### src/sv/fstm_pkg.sv
// shared types and constants for the fan speed trimmed-mean filter
`default_nettype none
package fstm_pkg;

   localparam int RING_DEPTH  = 7;
   localparam int WORD_W      = 16;
   localparam int COUNT_W     = $clog2(RING_DEPTH);
   localparam int SPEED_SCALE = 30;
   localparam int SCALE_W     = 5;
   localparam int TRIM_DROP   = 1 + 2;
   localparam int TRIM_DIV    = (RING_DEPTH > TRIM_DROP) ? (RING_DEPTH - TRIM_DROP) : 1;

   // floor(x * RECIP_MULT >> RECIP_SHIFT) equals x / TRIM_DIV for every 16-bit x
   localparam int RECIP_SHIFT = 20;
   localparam int RECIP_W     = 21;
   localparam int RECIP_MULT  = ((1 << RECIP_SHIFT) + TRIM_DIV - 1) / TRIM_DIV;

   typedef logic [WORD_W-1:0] word_type;

   typedef enum logic [1:0] {
      ST_IDLE,
      ST_WALK,
      ST_DIVIDE,
      ST_SCALE
   } state_type;

   typedef struct packed {
      logic clear;
      logic step;
   } acc_ctrl_type;

endpackage
`default_nettype wire

### src/sv/fstm_cell.sv
// one snapshot cell of the ring, shifts toward the oldest end when enabled
`default_nettype none
module fstm_cell (
   input  wire              clock,
   input  wire              reset,
   input  wire              shift_en,
   input  fstm_pkg::word_type data_in,
   output fstm_pkg::word_type data_out
);
   import fstm_pkg::*;

   word_type value_ff;
   word_type value_in;

   always_comb begin
      value_in = shift_en ? data_in : value_ff;
   end

   always_ff @(posedge clock) begin
      if (reset) begin
         value_ff <= '0;
      end else begin
         value_ff <= value_in;
      end
   end

   assign data_out = value_ff;

endmodule
`default_nettype wire

### src/sv/fstm_accum.sv
// running sum, largest and smallest of the differences, trimmed sum out
`default_nettype none
module fstm_accum (
   input  wire                  clock,
   input  fstm_pkg::acc_ctrl_type ctrl,
   input  fstm_pkg::word_type   diff,
   output fstm_pkg::word_type   trimmed
);
   import fstm_pkg::*;

   word_type sum_ff, sum_in;
   word_type hi_ff, hi_in;
   word_type lo_ff, lo_in;

   always_comb begin
      sum_in = sum_ff;
      hi_in  = hi_ff;
      lo_in  = lo_ff;
      if (ctrl.clear) begin
         sum_in = '0;
         hi_in  = '0;
         lo_in  = '1;
      end else if (ctrl.step) begin
         sum_in = sum_ff + diff;
         if (diff > hi_ff) begin
            hi_in = diff;
         end
         if (diff < lo_ff) begin
            lo_in = diff;
         end
      end
   end

   always_ff @(posedge clock) begin
      sum_ff <= sum_in;
      hi_ff  <= hi_in;
      lo_ff  <= lo_in;
   end

   assign trimmed = sum_ff - hi_ff - lo_ff;

endmodule
`default_nettype wire

### src/sv/fan_speed_trimmed_mean.sv
// top level of the fan speed trimmed-mean filter
//
// req channel: one counter_snapshot item per measuring interval, valid/ready.
// rsp channel: one speed_rpm item per accepted snapshot, valid/ready.
// The snapshots sit in a row of cells, oldest at the head. An accepted item
// shifts in at the tail, then the row rotates once around, one cell a cycle,
// while the head pair feeds the sum/min/max unit with one difference a cycle.
// From the accepting edge to rsp_valid an item passes the rotation of the row,
// the quotient register behind the reciprocal multiplier for the trimmed
// division and the times-30 multiplier into the output register.
// A new item is taken only once the last result has left the final stage:
// req_ready is high only while no item is in the walk or the multipliers.
// The result waits in an output register; a new item can be taken while it
// waits, and a stalled receiver holds the next result in the final stage
// until the register frees up.
// Reset clears the ring to zero, so the first results mix in differences
// against zero; rsp_valid drops and req_ready rises after reset.
`default_nettype none
module fan_speed_trimmed_mean (
   input  wire                clock,
   input  wire                reset,
   input  wire                req_valid,
   output logic               req_ready,
   input  fstm_pkg::word_type req_counter_snapshot,
   output logic               rsp_valid,
   input  wire                rsp_ready,
   output fstm_pkg::word_type rsp_speed_rpm
);
   import fstm_pkg::*;

   localparam logic [COUNT_W-1:0] LAST_COUNT  = COUNT_W'(RING_DEPTH - 1);
   localparam logic [RECIP_W-1:0] RECIP_CONST = RECIP_W'(RECIP_MULT);
   localparam logic [SCALE_W-1:0] SCALE_CONST = SCALE_W'(SPEED_SCALE);

   state_type          state_ff, state_in;
   logic [COUNT_W-1:0] count_ff, count_in;
   word_type           quot_ff, quot_in;
   logic               rsp_valid_ff, rsp_valid_in;
   word_type           rsp_speed_rpm_ff, rsp_speed_rpm_in;

   word_type     cell_q [RING_DEPTH];
   word_type     cell_d [RING_DEPTH];
   logic         shift_en;
   word_type     diff;
   word_type     trimmed;
   acc_ctrl_type acc_ctrl;

   logic [WORD_W+RECIP_W-1:0] recip_prod;
   logic [WORD_W+SCALE_W-1:0] scale_prod;

   // row of cells; the tail takes the new item or wraps the head around
   for (genvar i = 0; i < RING_DEPTH; i++) begin : g_cell
      if (i == RING_DEPTH - 1) begin : g_tail
         assign cell_d[i] = (state_ff == ST_WALK) ? cell_q[0] : req_counter_snapshot;
      end else begin : g_body
         assign cell_d[i] = cell_q[i+1];
      end
      fstm_cell u_cell (
         .clock    (clock),
         .reset    (reset),
         .shift_en (shift_en),
         .data_in  (cell_d[i]),
         .data_out (cell_q[i])
      );
   end

   assign diff = cell_q[1] - cell_q[0];

   fstm_accum u_accum (
      .clock   (clock),
      .ctrl    (acc_ctrl),
      .diff    (diff),
      .trimmed (trimmed)
   );

   assign recip_prod = trimmed * RECIP_CONST;
   assign scale_prod = quot_ff * SCALE_CONST;

   always_comb begin
      state_in         = state_ff;
      count_in         = count_ff;
      quot_in          = quot_ff;
      rsp_valid_in     = rsp_valid_ff;
      rsp_speed_rpm_in = rsp_speed_rpm_ff;
      req_ready        = 1'b0;
      shift_en         = 1'b0;
      acc_ctrl.clear   = 1'b0;
      acc_ctrl.step    = 1'b0;

      if (rsp_valid_ff && rsp_ready) begin
         rsp_valid_in = 1'b0;
      end

      unique case (state_ff)
         ST_IDLE: begin
            req_ready = 1'b1;
            if (req_valid) begin
               shift_en       = 1'b1;
               acc_ctrl.clear = 1'b1;
               count_in       = '0;
               state_in       = ST_WALK;
            end
         end
         ST_WALK: begin
            shift_en = 1'b1;
            // the last rotation only restores order, no difference left
            acc_ctrl.step = (count_ff != LAST_COUNT);
            count_in      = count_ff + 1'b1;
            if (count_ff == LAST_COUNT) begin
               state_in = ST_DIVIDE;
            end
         end
         ST_DIVIDE: begin
            quot_in  = recip_prod[RECIP_SHIFT +: WORD_W];
            state_in = ST_SCALE;
         end
         ST_SCALE: begin
            if (!rsp_valid_ff || rsp_ready) begin
               rsp_valid_in     = 1'b1;
               rsp_speed_rpm_in = scale_prod[WORD_W-1:0];
               state_in         = ST_IDLE;
            end
         end
         default: begin
            state_in = ST_IDLE;
         end
      endcase
   end

   always_ff @(posedge clock) begin
      if (reset) begin
         state_ff     <= ST_IDLE;
         count_ff     <= '0;
         rsp_valid_ff <= 1'b0;
      end else begin
         state_ff     <= state_in;
         count_ff     <= count_in;
         rsp_valid_ff <= rsp_valid_in;
      end
   end

   always_ff @(posedge clock) begin
      quot_ff          <= quot_in;
      rsp_speed_rpm_ff <= rsp_speed_rpm_in;
   end

   assign rsp_valid     = rsp_valid_ff;
   assign rsp_speed_rpm = rsp_speed_rpm_ff;

endmodule
`default_nettype wire

### config.mk
export PLATFORM = sky130hd
export DESIGN_NAME = fan_speed_trimmed_mean
export DESIGN_NICKNAME = d
export VERILOG_FILES = /design/src/sv/fstm_pkg.sv /design/src/sv/fstm_cell.sv /design/src/sv/fstm_accum.sv /design/src/sv/fan_speed_trimmed_mean.sv
export SDC_FILE = /design/constraint.sdc
export NUM_CORES = 1
export LEC_CHECK = 0
export BUFFER_PORTS_ARGS = -buffer_cell sky130_fd_sc_hd__buf_2
export CORE_MARGIN = 1
export CORE_UTILIZATION = 50
export CTS_CLUSTER_DIAMETER = 50
export DETAILED_ROUTE_END_ITERATION = 8
export GPL_ROUTABILITY_DRIVEN = 1
export PLACE_DENSITY = 0.66
export SLEW_MARGIN = 20
export SYNTH_ARGS = -nofsm -noshare
export SYNTH_HDL_FRONTEND = slang
export SYNTH_SLANG_ARGS = --single-unit
### constraint.sdc
create_clock -name clock -period 7.42 [get_ports clock]
set_input_delay 0.371 -clock clock [delete_from_list [all_inputs] [get_ports clock]]
set_output_delay 0.371 -clock clock [all_outputs]
set_load 0.01 [all_outputs]
==> results of run 1 <==
## stage by stage
step	cells	util [%]	area, sq um	hold WS [ns]	total power, mW
6_report	1561	56.41	12010	0.2082	5.517
2_1_floorplan	1268	-	11000	0.4321	3.978
3_5_place_dp	1529	53.44	11370	0.4432	4.573
3_3_place_gp	1529	53.42	11370	0.4376	4.487
4_1_cts	1561	56.41	12010	0.1959	5.560
5_1_grt	1561	56.41	12010	0.2056	5.993
## cell usage in the layout, fill, tap and decap left out, types with 6 or more instances in the layout
cell type    n
o21ai_0     31
mux2i_1     11
a31oi_1      6
nand4_1      7
xnor2_1     31
nand2b_1     7
nor2_1      54
dfxtp_1    166
buf_2       35
nand3_1     22
a21o_1      19
fa_1        39
o21a_1       6
and3_1       7
nor2b_1     13
a211oi_1    10
inv_1       72
edfxtp_1    29
a21oi_1    192
o211ai_1    10
clkbuf_16   17
o21ai_1     12
buf_4       11
nand2_1    281
ha_1        96
xor2_1      20
nor3_1       8
## sequential cells by signal, summed over array words and instances, names as in the netlist
name and cells:
count_ff 3, state_ff 2, u_accum.hi_ff 16, u_accum.sum_ff 16, u_accum.lo_ff 16, rsp_valid 1
rsp_speed_rpm 15, g_cell.u_cell.data_out 112, quot_ff 14
## logic make-up after synthesis
logic type | share of synthesized area [%]
flops | 38.14
fa+ha+maj | 18.02
other cells | 0.03410
buf+inv | 4.779
mux | 1.138
xor+xnor | 4.210
simple gates | 16.09
compound gates | 17.58
## worst max-delay path, cell delays in order (launching register included)
cell and delay [ns]:
dfxtp_1 0.36, inv_1 0.05, ha_1 0.19, fa_1 0.40
nor2b_1 0.13, o21ai_1 0.10, a2111o_1 0.38, nand3_1 0.14
xor2_1 0.44, ha_1 0.40, a21o_1 0.22, a31o_2 0.21
a31oi_1 0.29, a21o_2 0.22, nor2_1 0.05, mux2_4 0.28
nor4_4 0.19
## cell type report
cell class,instances,area [sq um]
flip-flops and latches,195,4194
clock inverters,15,207.7
clock buffers,17,425.4
well taps,275,344.1
repair buffers,46,257.7
fillers,1910,9279
multi-input cells,941,6309
inverters,72,270.3
## power by group
group | internal, mW | switching [mW] | total [mW] | leakage [nW]
Sequential | 1.41 | 0.116 | 1.53 | 1.61
Clock | 0.494 | 0.480 | 0.974 | 0.307
Combinational | 1.25 | 1.76 | 3.01 | 2.91
Total | 3.16 | 2.36 | 5.52 | 4.83
## layer usage
| layer | vias up | global-route usage [%] |
|---|---|---|
| met3 | 21 | 3.576 |
| met5 | - | 0 |
| met4 | 0 | 6.162 |
| met2 | 168 | 36.66 |
| met1 | 4049 | 27.61 |
| li1 | 4332 | - |
## path summary, 6_finish.rpt
check,slack [ns],cells past startpoint,from,end
setup / recovery,3.28,16,g_cell[1].u_cell.data_out[0],u_accum.sum_ff[15]
hold / removal,0.21,2,reset,g_cell[4].u_cell.data_out[6]
setup reg to reg,3.28,16,g_cell[1].u_cell.data_out[0],u_accum.sum_ff[15]
hold reg to reg,0.45,2,g_cell[5].u_cell.data_out[13],g_cell[4].u_cell.data_out[13]
==> results.json, run 1 <==
{
  "synth_warnings": 0,
  "yosysTopAreaCell": "dfxtp_1",
  "final_nets": 1428,
  "die_x_um": 150.3,
  "die-area_sq_um": 22590,
  "remaining_drc_errors": 0,
  "wl_met2_um": 11130,
  "async_reset_ff_share_pct": 0,
  "initial_core_util_pct": 51.65,
  "viasPerCell": 5.490,
  "vias": 8570,
  "ir_drop_uv": 262.0,
  "synth_nets": 1423,
  "drv_slew": 0,
  "worst_slack_ns": 3.282,
  "drt_iter0_markers": 497,
  "ys_top_cells_by_area": "dfxtp_1 (30%), ha_1 (11%), nand2_1 (9.6%), a21oi_1 (8.8%), edfxtp_1 (7.9%)",
  "crit_path_max_fanout": 7,
  "drt-pass1-iter-count": 5,
  "syn2layout_area_growth_pct": 9.206,
  "wl_per_cell_um": 14.56,
  "port_buffers": 36,
  "pin_count": 38,
  "n_antenna_cell": 0,
  "synth_common_cells": "nand2_1 (281), a21oi_1 (193), dfxtp_1 (166), ha_1 (96), inv_1 (72)",
  "ctsHoldBuffers": 0,
  "clock_latency_ns": 0.44,
  "row_count": 53,
  "synth_flop_cell": "dfxtp_1",
  "cp.arrival_ns": 4.49,
  "netlist.area_leader.share_pct": 30.22,
  "maxSlewHeadroom_pct": 28.28,
  "cts_setup_buffers": 0,
  "totalNegativeSetupSlack_ns": 0,
  "worstSetupEndpointType": "flop",
  "maxCapViolations": 0,
  "path_clk_slew_ns": 0.08,
  "synth.avg_cell_area_sq_um": 8.672,
  "hold_viol_final": 0,
  "grt_max_degree": 105,
  "min_path_type": "input port to flop",
  "wirelength_um": 22720,
  "routed.top_layer": "met4",
  "cts_sinks": 195,
  "syn_inst": 1268,
  "grt_use_total_pct": 21.41,
  "yosysMostFrequentCell": "nand2_1",
  "rsz0062_at_grt": "no",
  "dpl_worst_slack_ns": 3.324,
  "leakagePower_nw": 4.828,
  "clockRootBuffer": "clkbuf_16",
  "dp_hpwl_um": 16240,
  "drt-met1-wl_um": 10490,
  "grt_overflow_total": 0,
  "wl_met3_um": 778,
  "setup_viol": 0,
  "synth_area_sq_um": 11000,
  "ctsResizeCount": 0,
  "gp_congestion": 0.8494,
  "cts_buffers": 17,
  "max_slew.worst_pin.slew_ns": 1.076,
  "min_period_ns": 4.138,
  "finalCritPeriodShare_pct": 55.76,
  "synth.distinct_cells": 67,
  "grt_pass1_vias": 8036,
  "cts_max_level": 4,
  "core-area_sq_um": 21290,
  "fmax_mhz": 241.7,
  "synth_edf_count": 29,
  "grt_first_pass_wirelength_um": 38470,
  "seq_area_frac_synth_pct": 38.14,
  "critPathKind": "flop to flop",
  "drive_gt1_share_pct": 7.621,
  "clock_path_buffers": 2,
  "final_antenna_net_count": 0,
  "crit_required_ns": 7.77,
  "ys_ff_latch": 195,
  "chipHeight_um": 150.3,
  "clock-skew-final_ns": 0.01598,
  "antenna_found_initial": 0,
  "start_kind": "flop",
  "power-per-cell-area_nw_per_um2": 459.5,
  "status": "complete, no violations",
  "cts_tree": "yes"
}
Power figures use the tool's default switching activity.
==> run 2: changes to the inputs <==
PLACE_DENSITY = 0.69   (was 0.66)
clock period = 3.8 ns   (was 7.42 ns; I/O delays follow)
==> run 2 against run 1 <==
Effect of this change:
- utilization up 2.3 points
- flip-flop and latch count unchanged
- sequential power up 95%
- design area up 4.0%
- first-iteration DRC count down 10%
- combinational power up 110%
- sequential share of layout area down 1.3 points
- final cell count up 2.9%
- via count up 2.0%
- global-route usage up 0.50 points
==> results.json, run 2 (synthesis results as in run 1) <==
{
  "power-per-cell-area_nw_per_um2": 894.9,
  "cp.arrival_ns": 4.06,
  "worstSetupEndpointType": "flop",
  "nFillCells": 1858,
  "grt_first_pass_wirelength_um": 38820,
  "final_common_cell": "nand2_1",
  "min_path_type": "input port to flop",
  "final_nets": 1474,
  "hold_viol_final": 0,
  "finalCritPeriodShare_pct": 97.42,
  "dp_hpwl_um": 17080,
  "grt_use_total_pct": 21.91,
  "critPathKind": "flop to flop",
  "finalNonFillerCells": 1606,
  "cp_slowest_stage_delay_ns": 0.36,
  "ctsHoldBuffers": 0,
  "row_count": 53,
  "viasPerCell": 5.441,
  "clockRootBuffer": "clkbuf_16",
  "cts_sinks": 195,
  "final_cell_mix": "nand2_1 (281), a21oi_1 (189), dfxtp_1 (165), ha_1 (92), inv_1 (70)",
  "grt_overflow_total": 0,
  "antenna_found_initial": 0,
  "pin_count": 38,
  "min_period_ns": 3.702,
  "r2r_setup_slack_ns": 0.1,
  "drv_slew": 0,
  "final_core_util_pct": 58.67,
  "n_antenna_cell": 0,
  "vias": 8738,
  "syn2layout_area_growth_pct": 13.58,
  "drt-pass1-iter-count": 6,
  "final_antenna_net_count": 0,
  "ir_drop_uv": 992.2,
  "setup_viol": 0,
  "placed_cells": 1568,
  "chipHeight_um": 150.3,
  "die_x_um": 150.3,
  "wirelength_um": 23820,
  "die-area_sq_um": 22590,
  "drive_gt1_share_pct": 13.00,
  "crit_required_ns": 4.16,
  "path_cells": "inv_1 -> ha_1 -> nor2b_2 -> o21ai_2 -> a21oi_1 -> o211ai_1 -> nand3_2 -> nor2b_2 -> ha_1 -> a21o_1 -> a31o_2 -> a31oi_1 -> a21o_2 -> nor2_1 -> mux2_4 -> nor4_4",
  "core-area_sq_um": 21290,
  "leakagePower_nw": 5.085,
  "largest_register_ffs": 112,
  "drt_iter0_markers": 447,
  "total_power_mw": 11.18,
  "wl_per_cell_um": 14.83,
  "cts_max_level": 4,
  "clock-skew-final_ns": 0.01150,
  "cts_tree": "yes",
  "slowest_stage": "dfxtp_1",
  "port_buffers": 36,
  "start_kind": "flop",
  "maxCapViolations": 0,
  "gp_congestion": 0.9019,
  "clock_latency_ns": 0.45,
  "fmax_mhz": 270.1,
  "clock_path_buffers": 2,
  "grt_max_degree": 98,
  "remaining_drc_errors": 0,
  "maxSlewHeadroom_pct": 33.41,
  "initial_core_util_pct": 51.65,
  "cts_buffers": 17,
  "path_clk_slew_ns": 0.08,
  "grt_pass1_vias": 8061,
  "status": "complete, no violations",
  "crit_path_max_fanout": 4,
  "max_slew.worst_pin.slew_ns": 0.9989
}
run 2: cell count changes in the layout (fill, tap and decap cells not counted), moves of 4 or more:
| cell | previous run | this run |
|---|---|---|
| inv_8 | 4 | 0 |
| ha_1 | 96 | 92 |
| buf_4 | 11 | 53 |
| o21ai_2 | 0 | 4 |
run 2: final timing paths:
path	start	end	depth (start not counted)
setup reg to reg	g_cell[0].u_cell.data_out[2]	u_accum.sum_ff[15]	16
setup / recovery	g_cell[0].u_cell.data_out[2]	u_accum.sum_ff[15]	16
hold reg to reg	g_cell[3].u_cell.data_out[1]	g_cell[3].u_cell.data_out[1]	2
hold / removal	rsp_ready	rsp_valid	4
run 2: what timing repair did:
action / in CTS / in global routing
gates cloned: 0 / 1
gates resized for setup: 2 / 35
endpoints found under the setup margin: 12 / 35
buffers inserted: 0 / 6
pin swaps: 0 / 17
endpoints found under the hold margin: 0 / 0
run 2: layer usage:
layer / global-route usage, % / vias up / wire length, um
li1: - / 4427 / -
met1: 28.57 / 4090 / 10790
met2: 36.24 / 187 / 11280
met3: 4.242 / 34 / 1175
met4: 7.273 / 0 / 573
met5: 0 / - / 0
run 2: power breakdown:
group          internal [mW]  total [mW]  switching [mW]
combinational           2.71        6.37            3.66
sequential              2.76        2.98           0.222
clock                  0.896        1.82           0.928
total                   6.37        11.2            4.81
run 2: through the flow:
stage                     setup slack (ns)  area (sq um)   TNS [ns]  hold WS (ns)
final                              0.09800         12490          0       0.07860
after global routing              -0.09533         12490     -1.632       0.07432
after CTS                        -0.008500         12300  -0.008500       0.05255
after floorplan                     0.1304         11000          0        0.3934
after global placement             0.02467         11680          0        0.4379
after detailed placement          -0.04834         11680    -0.1137        0.4434
run 2: area by class of cell:
type	count	area [sq um]	share of cell area, %
multi-input combinational	941	6450	51.65
sequential	195	4195	33.59
timing repair buffer	92	620.6	4.969
clock buffer	17	425.4	3.406
tap	275	344.1	2.755
inverter	72	270.3	2.164
clock inverter	14	182.7	1.463
run 2: critical path: cells and delay by family (launching register included):
family	cells	cell delay, ns
flops	1	0.36
mux	1	0.27
compound gates	7	1.45
fa+ha+maj	2	0.65
simple gates	5	0.82
buf+inv	1	0.06
==> run 3: changes to the inputs <==
BUFFER_PORTS_ARGS = unset   (was -buffer_cell sky130_fd_sc_hd__buf_2)
DONT_BUFFER_PORTS = 1   (was unset)
PLACE_DENSITY = 0.68   (was 0.69)
==> run 3 against run 2 <==
Effect of this change:
- the flow now finishes with violations (setup timing)
- critical path depth rose by 2
- flip-flop and latch count stayed put
- clock skew up 0.0057 ns
- sequential share of layout area fell by 0.34 points
- utilization is 0.64 points higher
- non-clock buffer count shrank 23
- clock power increased by 4%
- worst setup slack lost 0.099 ns
- wire length rose by 4.9%
- design area rose by 1.1%
- critical path type unchanged
==> results.json, run 3 (synthesis results as in run 1) <==
{
  "status": "complete, but fails checks",
  "violations": "setup timing",
  "min_from": "req_counter_snapshot[9]",
  "antenna_found_initial": 0,
  "worstSetupEndpointType": "flop",
  "leakagePower_nw": 5.050,
  "max_slew.worst_pin.slew_ns": 1.021,
  "cts_max_level": 4,
  "final_common_cell": "nand2_1",
  "switching_share_pct": 43.35,
  "drv_slew": 0,
  "row_count": 53,
  "start_kind": "flop",
  "hold_viol_final": 0,
  "setup_viol": 2,
  "cts_tree": "yes",
  "cp-startpoint": "g_cell[1].u_cell.data_out[0]",
  "p_int_mw": 6.480,
  "pin_count": 38,
  "grt_pass1_vias": 8428,
  "cts_buffers": 17,
  "fmax_mhz": 263.1,
  "min_period_ns": 3.801,
  "grt_first_pass_wirelength_um": 40130,
  "wl_per_cell_um": 15.75,
  "syn2layout_area_growth_pct": 14.82,
  "port_buffers": 0,
  "crit_required_ns": 4.10,
  "clock-skew-final_ns": 0.01721,
  "maxCapViolations": 0,
  "crit_path_max_fanout": 6,
  "die-area_sq_um": 22590,
  "cts_sinks": 195,
  "grt_overflow_total": 0,
  "vias": 8806,
  "final_antenna_net_count": 0,
  "final_nets": 1453,
  "remaining_drc_errors": 0,
  "critPathBufInv": 3,
  "p_comb_share_pct": 57.2,
  "r2r_start": "g_cell[1].u_cell.data_out[0]",
  "clock_path_buffers": 2,
  "path_clk_slew_ns": 0.08,
  "drt_iter0_markers": 539,
  "clockPowerShare_pct": 16.5,
  "cp.arrival_ns": 4.10,
  "min_path_type": "input port to flop",
  "viasPerCell": 5.552,
  "fin_area_sq_um": 12620,
  "drive_gt1_share_pct": 13.04,
  "critPathKind": "flop to flop",
  "holdWs_ns": 0.01811,
  "rsz0062_at_grt": "yes",
  "final_cell_mix": "nand2_1 (279), a21oi_1 (187), dfxtp_1 (163), ha_1 (90), inv_1 (68)",
  "wirelength_um": 24980,
  "gp_congestion": 0.8756,
  "place_area_sq_um": 11490,
  "grt_use_total_pct": 22.54,
  "path_cells": "inv_2 -> ha_4 -> fa_2 -> nor2b_1 -> o21ai_2 -> a2111o_1 -> nand3_4 -> a221oi_2 -> xor2_1 -> inv_2 -> ha_4 -> and3_1 -> nand4_1 -> o21ai_2 -> a211oi_2 -> buf_4 -> o21ai_2 -> a21oi_1",
  "p_switching_mw": 4.959,
  "cpMostUsedCell": "o21ai_2",
  "cp_slowest_stage_delay_ns": 0.46,
  "die_x_um": 150.3,
  "drt-pass1-iter-count": 5,
  "n_antenna_cell": 0,
  "dp_hpwl_um": 17510,
  "ir_drop_uv": 1045,
  "clock_latency_ns": 0.45,
  "largest_register_ffs": 112,
  "core-area_sq_um": 21290,
  "finalCritPeriodShare_pct": 100.0,
  "initial_core_util_pct": 51.65,
  "crit_family": "compound AO/OA/AOI/OAI gates",
  "power-per-cell-area_nw_per_um2": 906.1,
  "share_seq_of_total_power_pct": 26.3,
  "chipHeight_um": 150.3,
  "grt_max_degree": 119,
  "worst_slack_ns": -0.0009228,
  "clockRootBuffer": "clkbuf_16",
  "maxSlewHeadroom_pct": 31.92,
  "slowest_stage": "a2111o_1"
}
[run 3: worst paths after layout]
kind	to	slack, ns	cells past startpoint
max	u_accum.hi_ff[10]	-0.0009	18
max reg2reg	u_accum.hi_ff[10]	-0.0009	18
min	g_cell[6].u_cell.data_out[9]	0.02	4
min reg2reg	g_cell[3].u_cell.data_out[5]	0.45	2
[run 3: metrics by stage]
step	setup TNS (ns)	worst slack (ns)	power (mW)	utilization (%)	std cells
6_report	-0.001220	-0.0009228	11.44	59.31	1586
5_1_grt	-2.020	-0.1534	12.36	59.31	1586
4_1_cts	0	0.005687	11.12	57.38	1569
3_5_place_dp	-0.4195	-0.1176	9.138	53.99	1532
3_3_place_gp	-0.07374	-0.02964	8.886	53.99	1532
2_1_floorplan	0	0.1304	7.768	-	1268
[run 3: layer usage]
layer  vias to the layer above  share of wire [%]  track usage (%)
li1                       4388                  -                -
met1                      4174                 44            28.19
met2                       200                 50            38.96
met3                        44                3.6            3.242
met4                         0                2.9            8.788
met5                         -                  0                0
[run 3: tightest hold or removal path, delay by kind of cell]
family,cells,cell delay (ns)
compound gates,2,0.16
simple gates,2,0.08
[run 3: power groups by stage]
stage                     registers [mW]  clock network [mW]  logic, mW
final                               3.00                1.89       6.54
after global routing                3.06                2.01       7.29
after CTS                           3.01                1.93       6.18
after detailed placement            3.06                   0       6.08
after global placement              3.04                   0       5.84
after floorplan                     3.00                   0       4.76
[run 3: layout make-up]
| cell class | instances | area [sq um] |
|---|---|---|
| fill | 1840 | 8662 |
| multi-input combinational | 943 | 6595 |
| sequential | 195 | 4198 |
| timing repair buffer | 69 | 580.6 |
| clock buffer | 18 | 439.2 |
| tap | 275 | 344.1 |
| inverter | 72 | 270.3 |
| clock inverter | 14 | 197.7 |
[run 3: timing repair]
action                     in CTS  in global routing
gates resized for setup         6                 66
setup endpoints to repair      31                 35
hold buffers                    2                  0
pin swaps                       1                 42
hold endpoints to repair      118                  0
setup buffers                   3                 13
gates cloned                    0                  5
